[src/sv/spp_pkg.sv]
// Package with the types, codes and character constants of the format specifier parser.
`timescale 1ns / 1ps
`default_nettype none
package spp_pkg;

  localparam int unsigned ACC_W = 31;
  localparam int unsigned WIDE_W = ACC_W + 4;
  localparam logic [ACC_W-1:0] ACC_LIMIT = {ACC_W{1'b1}};

  localparam int unsigned QUEUE_DEPTH = 4;
  localparam int unsigned QPTR_W = $clog2(QUEUE_DEPTH);
  localparam int unsigned QCNT_W = QPTR_W + 1;

  localparam int unsigned FLAG_W = 5;
  localparam int unsigned FB_MINUS = 0;
  localparam int unsigned FB_PLUS = 1;
  localparam int unsigned FB_BLANK = 2;
  localparam int unsigned FB_SHARP = 3;
  localparam int unsigned FB_ZERO = 4;

  localparam logic [7:0] CH_MINUS = 8'h2D;
  localparam logic [7:0] CH_PLUS = 8'h2B;
  localparam logic [7:0] CH_BLANK = 8'h20;
  localparam logic [7:0] CH_SHARP = 8'h23;
  localparam logic [7:0] CH_DIGIT0 = 8'h30;
  localparam logic [7:0] CH_DIGIT9 = 8'h39;
  localparam logic [7:0] CH_DOT = 8'h2E;
  localparam logic [7:0] CH_LC_C = 8'h63;
  localparam logic [7:0] CH_LC_S = 8'h73;
  localparam logic [7:0] CH_LC_P = 8'h70;
  localparam logic [7:0] CH_LC_D = 8'h64;
  localparam logic [7:0] CH_LC_I = 8'h69;
  localparam logic [7:0] CH_LC_U = 8'h75;
  localparam logic [7:0] CH_LC_X = 8'h78;
  localparam logic [7:0] CH_UC_X = 8'h58;
  localparam logic [7:0] CH_PERCENT = 8'h25;

  typedef enum logic [1:0] {
    PH_FLAGS = 2'd0,
    PH_WIDTH = 2'd1,
    PH_PREC  = 2'd2
  } phase_e;

  typedef enum logic [1:0] {
    ST_OK   = 2'd0,
    ST_WOVF = 2'd1,
    ST_POVF = 2'd2,
    ST_BAD  = 2'd3
  } status_e;

  typedef enum logic [3:0] {
    CONV_C   = 4'd0,
    CONV_S   = 4'd1,
    CONV_P   = 4'd2,
    CONV_D   = 4'd3,
    CONV_I   = 4'd4,
    CONV_U   = 4'd5,
    CONV_LX  = 4'd6,
    CONV_UX  = 4'd7,
    CONV_PCT = 4'd8
  } conv_e;

  typedef struct packed {
    logic              is_digit;
    logic [3:0]        digit;
    logic [FLAG_W-1:0] flag_mask;
    logic              is_dot;
    logic              is_conv;
    conv_e             conv;
  } spp_item_t;

endpackage
`default_nettype wire

[src/sv/spp_front.sv]
// Front end: accepts characters and classifies them into decoded items for the queue.
`timescale 1ns / 1ps
`default_nettype none
module spp_front import spp_pkg::*; (
  input  logic       in_valid_i,
  output logic       in_stall_o,
  input  logic [7:0] symbol_i,
  input  logic       queue_full_i,
  output logic       push_o,
  output spp_item_t  item_o
);

  always_comb begin
    item_o = '0;
    item_o.is_digit = symbol_i inside {[CH_DIGIT0:CH_DIGIT9]};
    item_o.digit = symbol_i[3:0];
    item_o.is_dot = (symbol_i == CH_DOT);
    case (symbol_i)
      CH_MINUS:  item_o.flag_mask[FB_MINUS] = 1'b1;
      CH_PLUS:   item_o.flag_mask[FB_PLUS] = 1'b1;
      CH_BLANK:  item_o.flag_mask[FB_BLANK] = 1'b1;
      CH_SHARP:  item_o.flag_mask[FB_SHARP] = 1'b1;
      CH_DIGIT0: item_o.flag_mask[FB_ZERO] = 1'b1;
      default:   item_o.flag_mask = '0;
    endcase
    item_o.is_conv = 1'b1;
    case (symbol_i)
      CH_LC_C:    item_o.conv = CONV_C;
      CH_LC_S:    item_o.conv = CONV_S;
      CH_LC_P:    item_o.conv = CONV_P;
      CH_LC_D:    item_o.conv = CONV_D;
      CH_LC_I:    item_o.conv = CONV_I;
      CH_LC_U:    item_o.conv = CONV_U;
      CH_LC_X:    item_o.conv = CONV_LX;
      CH_UC_X:    item_o.conv = CONV_UX;
      CH_PERCENT: item_o.conv = CONV_PCT;
      default: begin
        item_o.conv = CONV_C;
        item_o.is_conv = 1'b0;
      end
    endcase
  end

  assign in_stall_o = queue_full_i;
  assign push_o = in_valid_i && !queue_full_i;

endmodule
`default_nettype wire

[src/sv/spp_queue.sv]
// Small FIFO of decoded items between the front end and the back end.
`timescale 1ns / 1ps
`default_nettype none
module spp_queue import spp_pkg::*; (
  input  logic      clk_i,
  input  logic      rst_ni,
  input  logic      push_i,
  input  spp_item_t push_item_i,
  output logic      full_o,
  input  logic      pop_i,
  output logic      head_valid_o,
  output spp_item_t head_item_o
);

  spp_item_t          mem_q [QUEUE_DEPTH];
  logic [QPTR_W-1:0]  wr_ptr_q, wr_ptr_d;
  logic [QPTR_W-1:0]  rd_ptr_q, rd_ptr_d;
  logic [QCNT_W-1:0]  count_q, count_d;

  assign full_o = (count_q == QCNT_W'(QUEUE_DEPTH));
  assign head_valid_o = (count_q != '0);
  assign head_item_o = mem_q[rd_ptr_q];

  always_comb begin
    wr_ptr_d = wr_ptr_q;
    rd_ptr_d = rd_ptr_q;
    count_d = count_q;
    if (push_i) begin
      wr_ptr_d = (wr_ptr_q == QPTR_W'(QUEUE_DEPTH - 1)) ? '0 : wr_ptr_q + 1'b1;
    end
    if (pop_i) begin
      rd_ptr_d = (rd_ptr_q == QPTR_W'(QUEUE_DEPTH - 1)) ? '0 : rd_ptr_q + 1'b1;
    end
    if (push_i && !pop_i) begin
      count_d = count_q + 1'b1;
    end else if (pop_i && !push_i) begin
      count_d = count_q - 1'b1;
    end
  end

  always_ff @(posedge clk_i or negedge rst_ni) begin
    if (!rst_ni) begin
      wr_ptr_q <= '0;
      rd_ptr_q <= '0;
      count_q <= '0;
    end else begin
      wr_ptr_q <= wr_ptr_d;
      rd_ptr_q <= rd_ptr_d;
      count_q <= count_d;
    end
  end

  always_ff @(posedge clk_i) begin
    if (push_i) begin
      mem_q[wr_ptr_q] <= push_item_i;
    end
  end

endmodule
`default_nettype wire

[src/sv/spp_back.sv]
// Back end: runs the parse state machine on decoded items and holds the result register.
`timescale 1ns / 1ps
`default_nettype none
module spp_back import spp_pkg::*; (
  input  logic              clk_i,
  input  logic              rst_ni,
  input  logic              head_valid_i,
  input  spp_item_t         head_item_i,
  output logic              pop_o,
  output logic              out_valid_o,
  input  logic              out_stall_i,
  output logic [FLAG_W-1:0] flag_bits_o,
  output logic [ACC_W-1:0]  field_width_o,
  output logic [ACC_W-1:0]  prec_value_o,
  output logic              prec_given_o,
  output logic [3:0]        conversion_o,
  output logic [1:0]        status_o
);

  phase_e             phase_q, phase_d;
  logic [FLAG_W-1:0]  flag_q, flag_d;
  logic [ACC_W-1:0]   width_q, width_d;
  logic [ACC_W-1:0]   prec_q, prec_d;
  logic               seen_q, seen_d;

  logic               out_valid_q, out_valid_d;
  logic [FLAG_W-1:0]  out_flag_q;
  logic [ACC_W-1:0]   out_width_q;
  logic [ACC_W-1:0]   out_prec_q;
  logic               out_given_q;
  conv_e              out_conv_q;
  status_e            out_status_q;

  logic [ACC_W-1:0]   acc_sel;
  logic [WIDE_W-1:0]  wide;
  logic               ovf;
  logic               flag_hit;
  logic               emit;
  logic               out_ready;
  status_e            res_status;
  conv_e              res_conv;

  always_comb begin
    phase_d = phase_q;
    flag_d = flag_q;
    width_d = width_q;
    prec_d = prec_q;
    seen_d = seen_q;
    emit = 1'b0;
    res_status = ST_OK;
    res_conv = CONV_C;

    acc_sel = (phase_q == PH_PREC) ? prec_q : width_q;
    wide = WIDE_W'({acc_sel, 3'b000}) + WIDE_W'({acc_sel, 1'b0})
         + WIDE_W'(head_item_i.digit);
    ovf = (wide >= WIDE_W'(ACC_LIMIT));
    flag_hit = (phase_q != PH_WIDTH) && (phase_q != PH_PREC)
            && (head_item_i.flag_mask != '0);

    if (phase_q == PH_PREC) begin
      if (head_item_i.is_digit) begin
        if (ovf) begin
          emit = 1'b1;
          res_status = ST_POVF;
        end else begin
          prec_d = wide[ACC_W-1:0];
          seen_d = 1'b1;
        end
      end else begin
        emit = 1'b1;
        res_status = head_item_i.is_conv ? ST_OK : ST_BAD;
        res_conv = head_item_i.conv;
      end
    end else if (flag_hit) begin
      flag_d = flag_q | head_item_i.flag_mask;
    end else if (head_item_i.is_digit) begin
      if (ovf) begin
        emit = 1'b1;
        res_status = ST_WOVF;
      end else begin
        width_d = wide[ACC_W-1:0];
        phase_d = PH_WIDTH;
      end
    end else if (head_item_i.is_dot) begin
      phase_d = PH_PREC;
    end else begin
      emit = 1'b1;
      res_status = head_item_i.is_conv ? ST_OK : ST_BAD;
      res_conv = head_item_i.conv;
    end

    if (emit) begin
      phase_d = PH_FLAGS;
      flag_d = '0;
      width_d = '0;
      prec_d = '0;
      seen_d = 1'b0;
    end

    out_ready = !out_valid_q || !out_stall_i;
    pop_o = head_valid_i && (!emit || out_ready);

    if (pop_o && emit) begin
      out_valid_d = 1'b1;
    end else if (!out_stall_i) begin
      out_valid_d = 1'b0;
    end else begin
      out_valid_d = out_valid_q;
    end
  end

  always_ff @(posedge clk_i or negedge rst_ni) begin
    if (!rst_ni) begin
      phase_q <= PH_FLAGS;
      flag_q <= '0;
      width_q <= '0;
      prec_q <= '0;
      seen_q <= 1'b0;
      out_valid_q <= 1'b0;
    end else begin
      if (pop_o) begin
        phase_q <= phase_d;
        flag_q <= flag_d;
        width_q <= width_d;
        prec_q <= prec_d;
        seen_q <= seen_d;
      end
      out_valid_q <= out_valid_d;
    end
  end

  always_ff @(posedge clk_i) begin
    if (pop_o && emit) begin
      out_status_q <= res_status;
      if (res_status == ST_OK) begin
        out_flag_q <= flag_q;
        out_width_q <= width_q;
        out_prec_q <= seen_q ? prec_q : '0;
        out_given_q <= seen_q;
        out_conv_q <= res_conv;
      end else begin
        out_flag_q <= '0;
        out_width_q <= '0;
        out_prec_q <= '0;
        out_given_q <= 1'b0;
        out_conv_q <= CONV_C;
      end
    end
  end

  assign out_valid_o = out_valid_q;
  assign flag_bits_o = out_flag_q;
  assign field_width_o = out_width_q;
  assign prec_value_o = out_prec_q;
  assign prec_given_o = out_given_q;
  assign conversion_o = out_conv_q;
  assign status_o = out_status_q;

endmodule
`default_nettype wire

[src/sv/printf_spec_parser.sv]
// Top level of the printf format specifier parser: front end, item queue and back end.
//
//   Channel  Direction  Handshake                 Payload
//   in       input      in_valid_i / in_stall_o   symbol_i
//   out      output     out_valid_o / out_stall_i flag_bits_o, field_width_o, prec_value_o,
//                                                 prec_given_o, conversion_o, status_o
//
// One character is taken per cycle unless the queue is full; the back end retires one
// item per cycle unless an ending item finds the result register stalled.
// The four-entry queue lets the front keep accepting while the result register is stalled.
// Reset clears the parse state, the queue and the result valid at once; no clearing pass.
`timescale 1ns / 1ps
`default_nettype none
module printf_spec_parser import spp_pkg::*; (
  input  logic              clk_i,
  input  logic              rst_ni,
  input  logic              in_valid_i,
  output logic              in_stall_o,
  input  logic [7:0]        symbol_i,
  output logic              out_valid_o,
  input  logic              out_stall_i,
  output logic [FLAG_W-1:0] flag_bits_o,
  output logic [ACC_W-1:0]  field_width_o,
  output logic [ACC_W-1:0]  prec_value_o,
  output logic              prec_given_o,
  output logic [3:0]        conversion_o,
  output logic [1:0]        status_o
);

  logic      push;
  logic      queue_full;
  logic      pop;
  logic      head_valid;
  spp_item_t push_item;
  spp_item_t head_item;

  spp_front u_front (
    .in_valid_i   (in_valid_i),
    .in_stall_o   (in_stall_o),
    .symbol_i     (symbol_i),
    .queue_full_i (queue_full),
    .push_o       (push),
    .item_o       (push_item)
  );

  spp_queue u_queue (
    .clk_i        (clk_i),
    .rst_ni       (rst_ni),
    .push_i       (push),
    .push_item_i  (push_item),
    .full_o       (queue_full),
    .pop_i        (pop),
    .head_valid_o (head_valid),
    .head_item_o  (head_item)
  );

  spp_back u_back (
    .clk_i         (clk_i),
    .rst_ni        (rst_ni),
    .head_valid_i  (head_valid),
    .head_item_i   (head_item),
    .pop_o         (pop),
    .out_valid_o   (out_valid_o),
    .out_stall_i   (out_stall_i),
    .flag_bits_o   (flag_bits_o),
    .field_width_o (field_width_o),
    .prec_value_o  (prec_value_o),
    .prec_given_o  (prec_given_o),
    .conversion_o  (conversion_o),
    .status_o      (status_o)
  );

endmodule
`default_nettype wire

[config.mk]
export PLATFORM = sky130hd
export DESIGN_NAME = printf_spec_parser
export DESIGN_NICKNAME = d
export VERILOG_FILES = /design/src/sv/spp_pkg.sv /design/src/sv/spp_front.sv /design/src/sv/spp_queue.sv /design/src/sv/spp_back.sv /design/src/sv/printf_spec_parser.sv
export SDC_FILE = /design/constraint.sdc
export NUM_CORES = 1
export LEC_CHECK = 0
export BUFFER_PORTS_ARGS = -buffer_cell sky130_fd_sc_hd__buf_4
export CAP_MARGIN = 0
export CORE_ASPECT_RATIO = 0.8
export CORE_MARGIN = 3
export CORE_UTILIZATION = 55
export DETAILED_ROUTE_END_ITERATION = 10
export PLACE_DENSITY = 0.74
export SLEW_MARGIN = 20
export SYNTH_ARGS = -nofsm -noshare
export SYNTH_HDL_FRONTEND = slang
export SYNTH_SLANG_ARGS = --single-unit
[constraint.sdc]
create_clock -name clk_i -period 9.85 [get_ports clk_i]
set_clock_uncertainty 0.2 [all_clocks]
set_input_delay 0.4925 -clock clk_i [delete_from_list [all_inputs] [get_ports clk_i]]
set_output_delay 0.4925 -clock clk_i [all_outputs]
set_load 0.05 [all_outputs]
==> impl_metrics.tcl, run 1 <==
set metrics [dict create \
    worst_slew_margin_rel 0.272 \
    crit_fanout 19 \
    end_kind "flip-flop" \
    antenna_found_initial 0 \
    synth_seq_cells 216 \
    die_h_um 134 \
    grt-ovfl-total 0 \
    initial_core_util 0.562 \
    numPortBuffers 87 \
    routed_wl_um 24600 \
    yosysTopAreaCell "edfxtp_1" \
    vias_per_cell 6.05 \
    numCtsBuffers 22 \
    cp-startpoint "u_back.phase_q[0]$_DFFE_PN0P_" \
    synth_top_cells_by_area "edfxtp_1, dfrtp_1, ha_1" \
    clk_latency_ns 0.51 \
    setup_viol 0 \
    final_common_cell "edfxtp_1" \
    min_period_over_period 0.718 \
    route.antenna.remaining_nets 0 \
    row_count 46 \
    synth_warnings 0 \
    criticalPathCategory "flip-flop to flip-flop" \
    synthAdderAreaFrac 0.0796 \
    synthFlopType "edfxtp_1" \
    synth_top_family_by_area "simple AND/OR/NAND/NOR gates" \
    clock.fmax_ghz 0.141 \
    num_antenna_cells 0 \
    route.detailed.drc 0 \
    path_clk_slew_ns 0.06 \
    area_growth_pct 14.6 \
    r2r_slack_ns 2.78 \
    async_flop_share 0.361 \
    drive_above_1_share 0.195 \
    cts_tree "yes" \
    synth_cell_type_count 68 \
    clockBufferDepth 3 \
    syn-instance-count 903 \
    hpwl_um 17200 \
    hold_class "input pin to flip-flop" \
    cts_resized 0 \
    outcome "complete, no violations" \
    cts-htree-levels 1 \
    grt_pass1_vias 7349 \
    tightest_slew_ns 1.09 \
    synth.area.mux_share 0.0690 \
    grtUsageTotal 0.227 \
    final_cell_mix "edfxtp_1, buf_4, dfrtp_1" \
    die_x_um 165 \
    required_ns 10.07 \
    top_level_ports 88 \
    core-area_sq_mm 0.0199 \
    gp_congestion 0.930 \
    numClockSinks 216 \
    dr_total_vias 7606 \
    synth_top_area_share 0.370 \
    routedWlPerCell_um 19.6 \
    ys_seq_area_frac 0.545 \
    syn_nets 985 \
    r2r_cells 23 \
    cp.arrival_ns 7.29 \
    holdPathStages 1 \
    yosys.area_share.simple 0.131 \
    synth_compound_area_frac 0.129 \
    synth.avg_cell_area_sq_um 12.4 \
    final-hold-violation-count 0 \
    dieArea_sq_mm 0.0221 \
    endpoint "u_queue.count_q[2]$_DFFE_PN0P_" \
    finalNetCount 1059 \
    drtPass1Iterations 5 \
    synth_edf_count 138 \
    grt_max_degree 82 \
    drv_slew 0 \
    drv_cap 0 \
    synth.cell_area_sq_mm 0.0112 \
    cp-start-kind "flip-flop" \
    rsz0062_at_grt "no" \
    min_period_ns 7.07 \
    synthXorXnorAreaFrac 0.0211 \
    drt-initial-drc-count 677 \
    cts-root-buf "clkbuf_16" \
    r2r-start "u_back.phase_q[0]$_DFFE_PN0P_" \
    tns_ns 0 \
    grt_first_pass_wirelength_um 40000 \
    r2r-end "u_queue.count_q[2]$_DFFE_PN0P_" \
]
critical path, cell delays in order (launching register included):
cell      delay, ns
dfrtp_1        0.38
inv_1          0.06
ha_1           0.72
mux2i_1        0.49
xnor2_1        0.13
ha_1           0.34
fa_1           0.47
a211oi_1       0.38
o21ai_0        0.33
a221oi_1       0.44
xnor2_1        0.24
a21boi_0       0.29
nand4_1        0.14
nor4_2         0.33
nand4_2        0.26
nand3_1        0.34
a211oi_1       0.20
inv_1          0.12
ha_1           0.20
inv_1          0.07
fa_1           0.39
xor2_1         0.16
nor2_1         0.11
xor2_1         0.16
worst min-delay path by stage:
stage | from | endpoint
global placement | u_back.phase_q[1]$_DFFE_PN0P_ | u_back.phase_q[1]$_DFFE_PN0P_
finish | symbol_i[0] | u_queue.mem_q[1][11]$_DFFE_PP_
detailed placement | u_back.phase_q[1]$_DFFE_PN0P_ | u_back.phase_q[1]$_DFFE_PN0P_
CTS | rst_ni | u_back.prec_q[6]$_DFFE_PN0P_
global route | symbol_i[0] | u_queue.mem_q[0][11]$_DFFE_PP_
floorplan | rst_ni | u_back.flag_q[0]$_DFFE_PN0P_
cell usage after synthesis (3+ instances only):
cell type  instances
edfxtp_1         138
dfrtp_1           78
ha_1              68
a22o_1            60
and2_1            57
nand2_1           49
a21oi_1           41
o21ai_0           38
nor2_1            37
and3_1            36
mux2_2            33
clkbuf_1          26
inv_1             24
mux4_2            16
xnor2_1           16
nand3_1           15
nor3_1            13
buf_2             12
nand4_1           11
xor2_1            11
a211oi_1           8
or3_1              8
o211ai_1           6
a21boi_0           5
nor4_1             5
o2bb2ai_1          5
a21o_1             4
and3b_1            4
mux2i_1            4
nand2b_1           4
nor3b_1            4
o21a_1             4
or2_2              4
or4_1              4
buf_1              3
nor2b_1            3
nor4b_1            3
o21ai_1            3
area by class of cell:
class	instances	area, sq um
sequential	216	6100
clock buffer	26	597
clock inverter	14	146
inverter	24	90.1
tap	264	330
fill	1579	7090
multi-input combinational	619	4850
timing repair buffer	94	712
per-stage QoR:
stage | hold WS [ns] | util | worst slack, ns | std cells | area [sq um]
after floorplan | -0.00309 | - | 2.78 | 903 | 11200
after global placement | 0.279 | 0.606 | 3.06 | 1216 | 12100
after detailed placement | 0.280 | 0.606 | 2.85 | 1216 | 12100
after CTS | 0.00381 | 0.643 | 2.79 | 1256 | 12800
after global routing | 0.104 | 0.644 | 2.20 | 1257 | 12800
final | 0.0902 | 0.644 | 2.78 | 1257 | 12800
repair_timing:
item / in CTS / in global routing
endpoints found under the hold margin: 0 / 78
buffers inserted: 0 / 0
hold buffers: 0 / 1
state kept, by name, summed over array words and instances (netlist names), 3 cells and up:
| register | flops |
|---|---|
| u_back.conversion_o | 4 |
| u_back.flag_q | 5 |
| u_back.flag_bits_o | 5 |
| u_queue.count_q | 3 |
| u_back.prec_q | 31 |
| u_back.field_width_o | 31 |
| u_back.width_q | 31 |
| u_queue.mem_q | 64 |
| u_back.prec_value_o | 31 |
layer usage:
layer,global-route usage,vias up,routed length (um)
met1,0.362,3748,12200
li1,-,3598,-
met3,0.0426,29,1510
met2,0.330,231,10600
met5,0,-,0
met4,0.0420,0,410
cells by family (layout without fill, tap and decap cells):
group,count (synthesis),count (layout)
AND/OR/NAND/NOR,266,266
flip-flops,216,216
AO/OA/AOI/OAI,203,203
adder cells (fa/ha/maj),70,70
buffers and inverters,68,158
multiplexers,53,53
XOR/XNOR,27,27
Power of run 1 is not shown: default switching activity piles up to over one toggle a cycle in this logic, so the estimate is an artifact.
==> run 2: changes to the inputs <==
--- a/config.mk
+++ b/config.mk
@@ -11,7 +11,7 @@
 export CORE_MARGIN = 3
 export CORE_UTILIZATION = 55
 export DETAILED_ROUTE_END_ITERATION = 10
-export PLACE_DENSITY = 0.74
+export PLACE_DENSITY = 0.77
 export SLEW_MARGIN = 20
 export SYNTH_ARGS = -nofsm -noshare
 export SYNTH_HDL_FRONTEND = slang
==> constraint.sdc (replaced) <==
create_clock -name clk_i -period 6.4 [get_ports clk_i]
set_clock_uncertainty 0.2 [all_clocks]
set_input_delay 0.32 -clock clk_i [delete_from_list [all_inputs] [get_ports clk_i]]
set_output_delay 0.32 -clock clk_i [all_outputs]
set_load 0.05 [all_outputs]
==> impl_metrics.tcl, run 2 (same netlist as run 1, synthesis figures left out) <==
set metrics [dict create \
    antenna_found_initial 0 \
    min_period_ns 6.09 \
    rsz0062_at_grt "no" \
    vias_per_cell 6.02 \
    seqCellArea_sq_mm 0.00610 \
    cts_tree "yes" \
    path_clk_slew_ns 0.06 \
    gp_congestion 0.910 \
    multi_input_area_sq_mm 0.00486 \
    grt_pass1_vias 7301 \
    numPortBuffers 87 \
    route.detailed.drc 0 \
    die_x_um 165 \
    top_level_ports 88 \
    cts-root-buf "clkbuf_16" \
    crit_top_cell "ha_1" \
    nFillCells 1488 \
    drive_above_1_share 0.207 \
    min_period_over_period 0.951 \
    crit_chain "inv_1, ha_1, buf_4, mux2_2, ha_1, ha_1, fa_1, a211oi_2, o21ai_0, a221oi_1, xnor2_1, a21boi_0, nand4_1, nor4_2, nand4_2, a211oi_1, a211oi_1, inv_1, ha_1, inv_1, fa_1, xor2_1, nor2_1, xor2_1" \
    hold_class "input pin to asynchronous set/reset pin" \
    worst_slew_margin_rel 0.278 \
    crit_family "adder cells" \
    num_antenna_cells 0 \
    drt-initial-drc-count 690 \
    clockBufferDepth 3 \
    grt-ovfl-total 0 \
    drv_slew 0 \
    grtUsageTotal 0.228 \
    clk_latency_ns 0.51 \
    routed_wl_um 25200 \
    numCtsBuffers 23 \
    stdcell_count 1282 \
    tightest_slew_ns 1.08 \
    crit_fanout 10 \
    tns_ns 0 \
    critPathSlowestCell "fa_1" \
    criticalPathCategory "flip-flop to flip-flop" \
    routedWlPerCell_um 19.7 \
    clock.fmax_ghz 0.164 \
    cp-start-kind "flip-flop" \
    critical-path-max-stage-delay_ns 0.44 \
    route.antenna.remaining_nets 0 \
    dpl.cell_count 1232 \
    area_growth_pct 16.7 \
    drv_cap 0 \
    outcome "complete, no violations" \
    core-area_sq_mm 0.0199 \
    dr_total_vias 7722 \
    crit_buf_inv 4 \
    drtPass1Iterations 5 \
    grt_first_pass_wirelength_um 39700 \
    hpwl_um 17700 \
    grt_max_degree 79 \
    cts-htree-levels 1 \
    dieArea_sq_mm 0.0221 \
    numClockSinks 216 \
    cp.arrival_ns 6.31 \
    finalNetCount 1084 \
    setup_viol 0 \
    initial_core_util 0.562 \
    die_h_um 134 \
    row_count 46 \
    largest_reg_flops 64 \
    largest_register "u_queue.mem_q" \
    end_kind "flip-flop" \
    required_ns 6.63 \
    final_cell_mix "edfxtp_1, buf_4, dfrtp_1" \
    final-hold-violation-count 0 \
    final_common_cell "edfxtp_1" \
]
==> run 2: layout make-up <==
| class | count | area share |
|---|---|---|
| clock buffers | 30 | 0.0476 |
| clock inverters | 11 | 0.00805 |
| inverters | 24 | 0.00690 |
| multi-input cells | 619 | 0.372 |
| flip-flops and latches | 216 | 0.467 |
| well taps | 264 | 0.0253 |
| repair buffers | 118 | 0.0737 |
==> run 2: worst paths after layout <==
check,slack (ns),end,cells after the start,start
max reg2reg,0.31,u_queue.count_q[2]$_DFFE_PN0P_,24,u_back.phase_q[0]$_DFFE_PN0P_
min reg2reg,0.31,u_back.phase_q[1]$_DFFE_PN0P_,1,u_back.phase_q[1]$_DFFE_PN0P_
max in group asynchronous,5.31,u_queue.rd_ptr_q[0]$_DFFE_PN0P_,3,rst_ni
max,0.31,u_queue.count_q[2]$_DFFE_PN0P_,24,u_back.phase_q[0]$_DFFE_PN0P_
min in group clk_i,0.11,u_queue.mem_q[1][0]$_DFFE_PP_,2,symbol_i[4]
min,0.1,u_back.width_q[15]$_DFFE_PN0P_,2,rst_ni
==> run 2: routing by layer <==
layer | vias to the layer above | part of all wire | global-route usage
met3 | 45 | 0.060 | 0.0323
met4 | 0 | 0.024 | 0.0540
met2 | 259 | 0.43 | 0.336
met1 | 3765 | 0.49 | 0.360
li1 | 3653 | - | -
met5 | - | 0 | 0
==> run 2: metrics by stage <==
step	hold slack, ns	util	worst slack (ns)	cell area (sq um)
after CTS	0.0885	0.654	0.230	13000
after global placement	0.283	0.613	0.434	12200
final	0.0976	0.656	0.311	13100
after detailed placement	0.301	0.613	0.316	12200
after global routing	0.131	0.656	0.0334	13100
after floorplan	-0.176	-	0.170	11200
==> run 2: worst register-to-register path: stages (launching register included) <==
cell	delay (ns)
dfrtp_1	0.38
inv_1	0.06
ha_1	0.18
buf_4	0.20
mux2_2	0.37
ha_1	0.30
ha_1	0.23
fa_1	0.44
a211oi_2	0.34
o21ai_0	0.19
a221oi_1	0.41
xnor2_1	0.23
a21boi_0	0.25
nand4_1	0.13
nor4_2	0.40
nand4_2	0.18
a211oi_1	0.27
a211oi_1	0.11
inv_1	0.10
ha_1	0.17
inv_1	0.07
fa_1	0.39
xor2_1	0.16
nor2_1	0.11
xor2_1	0.15
==> run 2: what timing repair did <==
item / CTS / global route
setup buffers: 0 / 0
endpoints found under the hold margin: 102 / 0
hold buffers: 8 / 0
resized for setup: 0 / 6
setup endpoints to repair: 0 / 38
Power of run 2 is left out for the same reason.
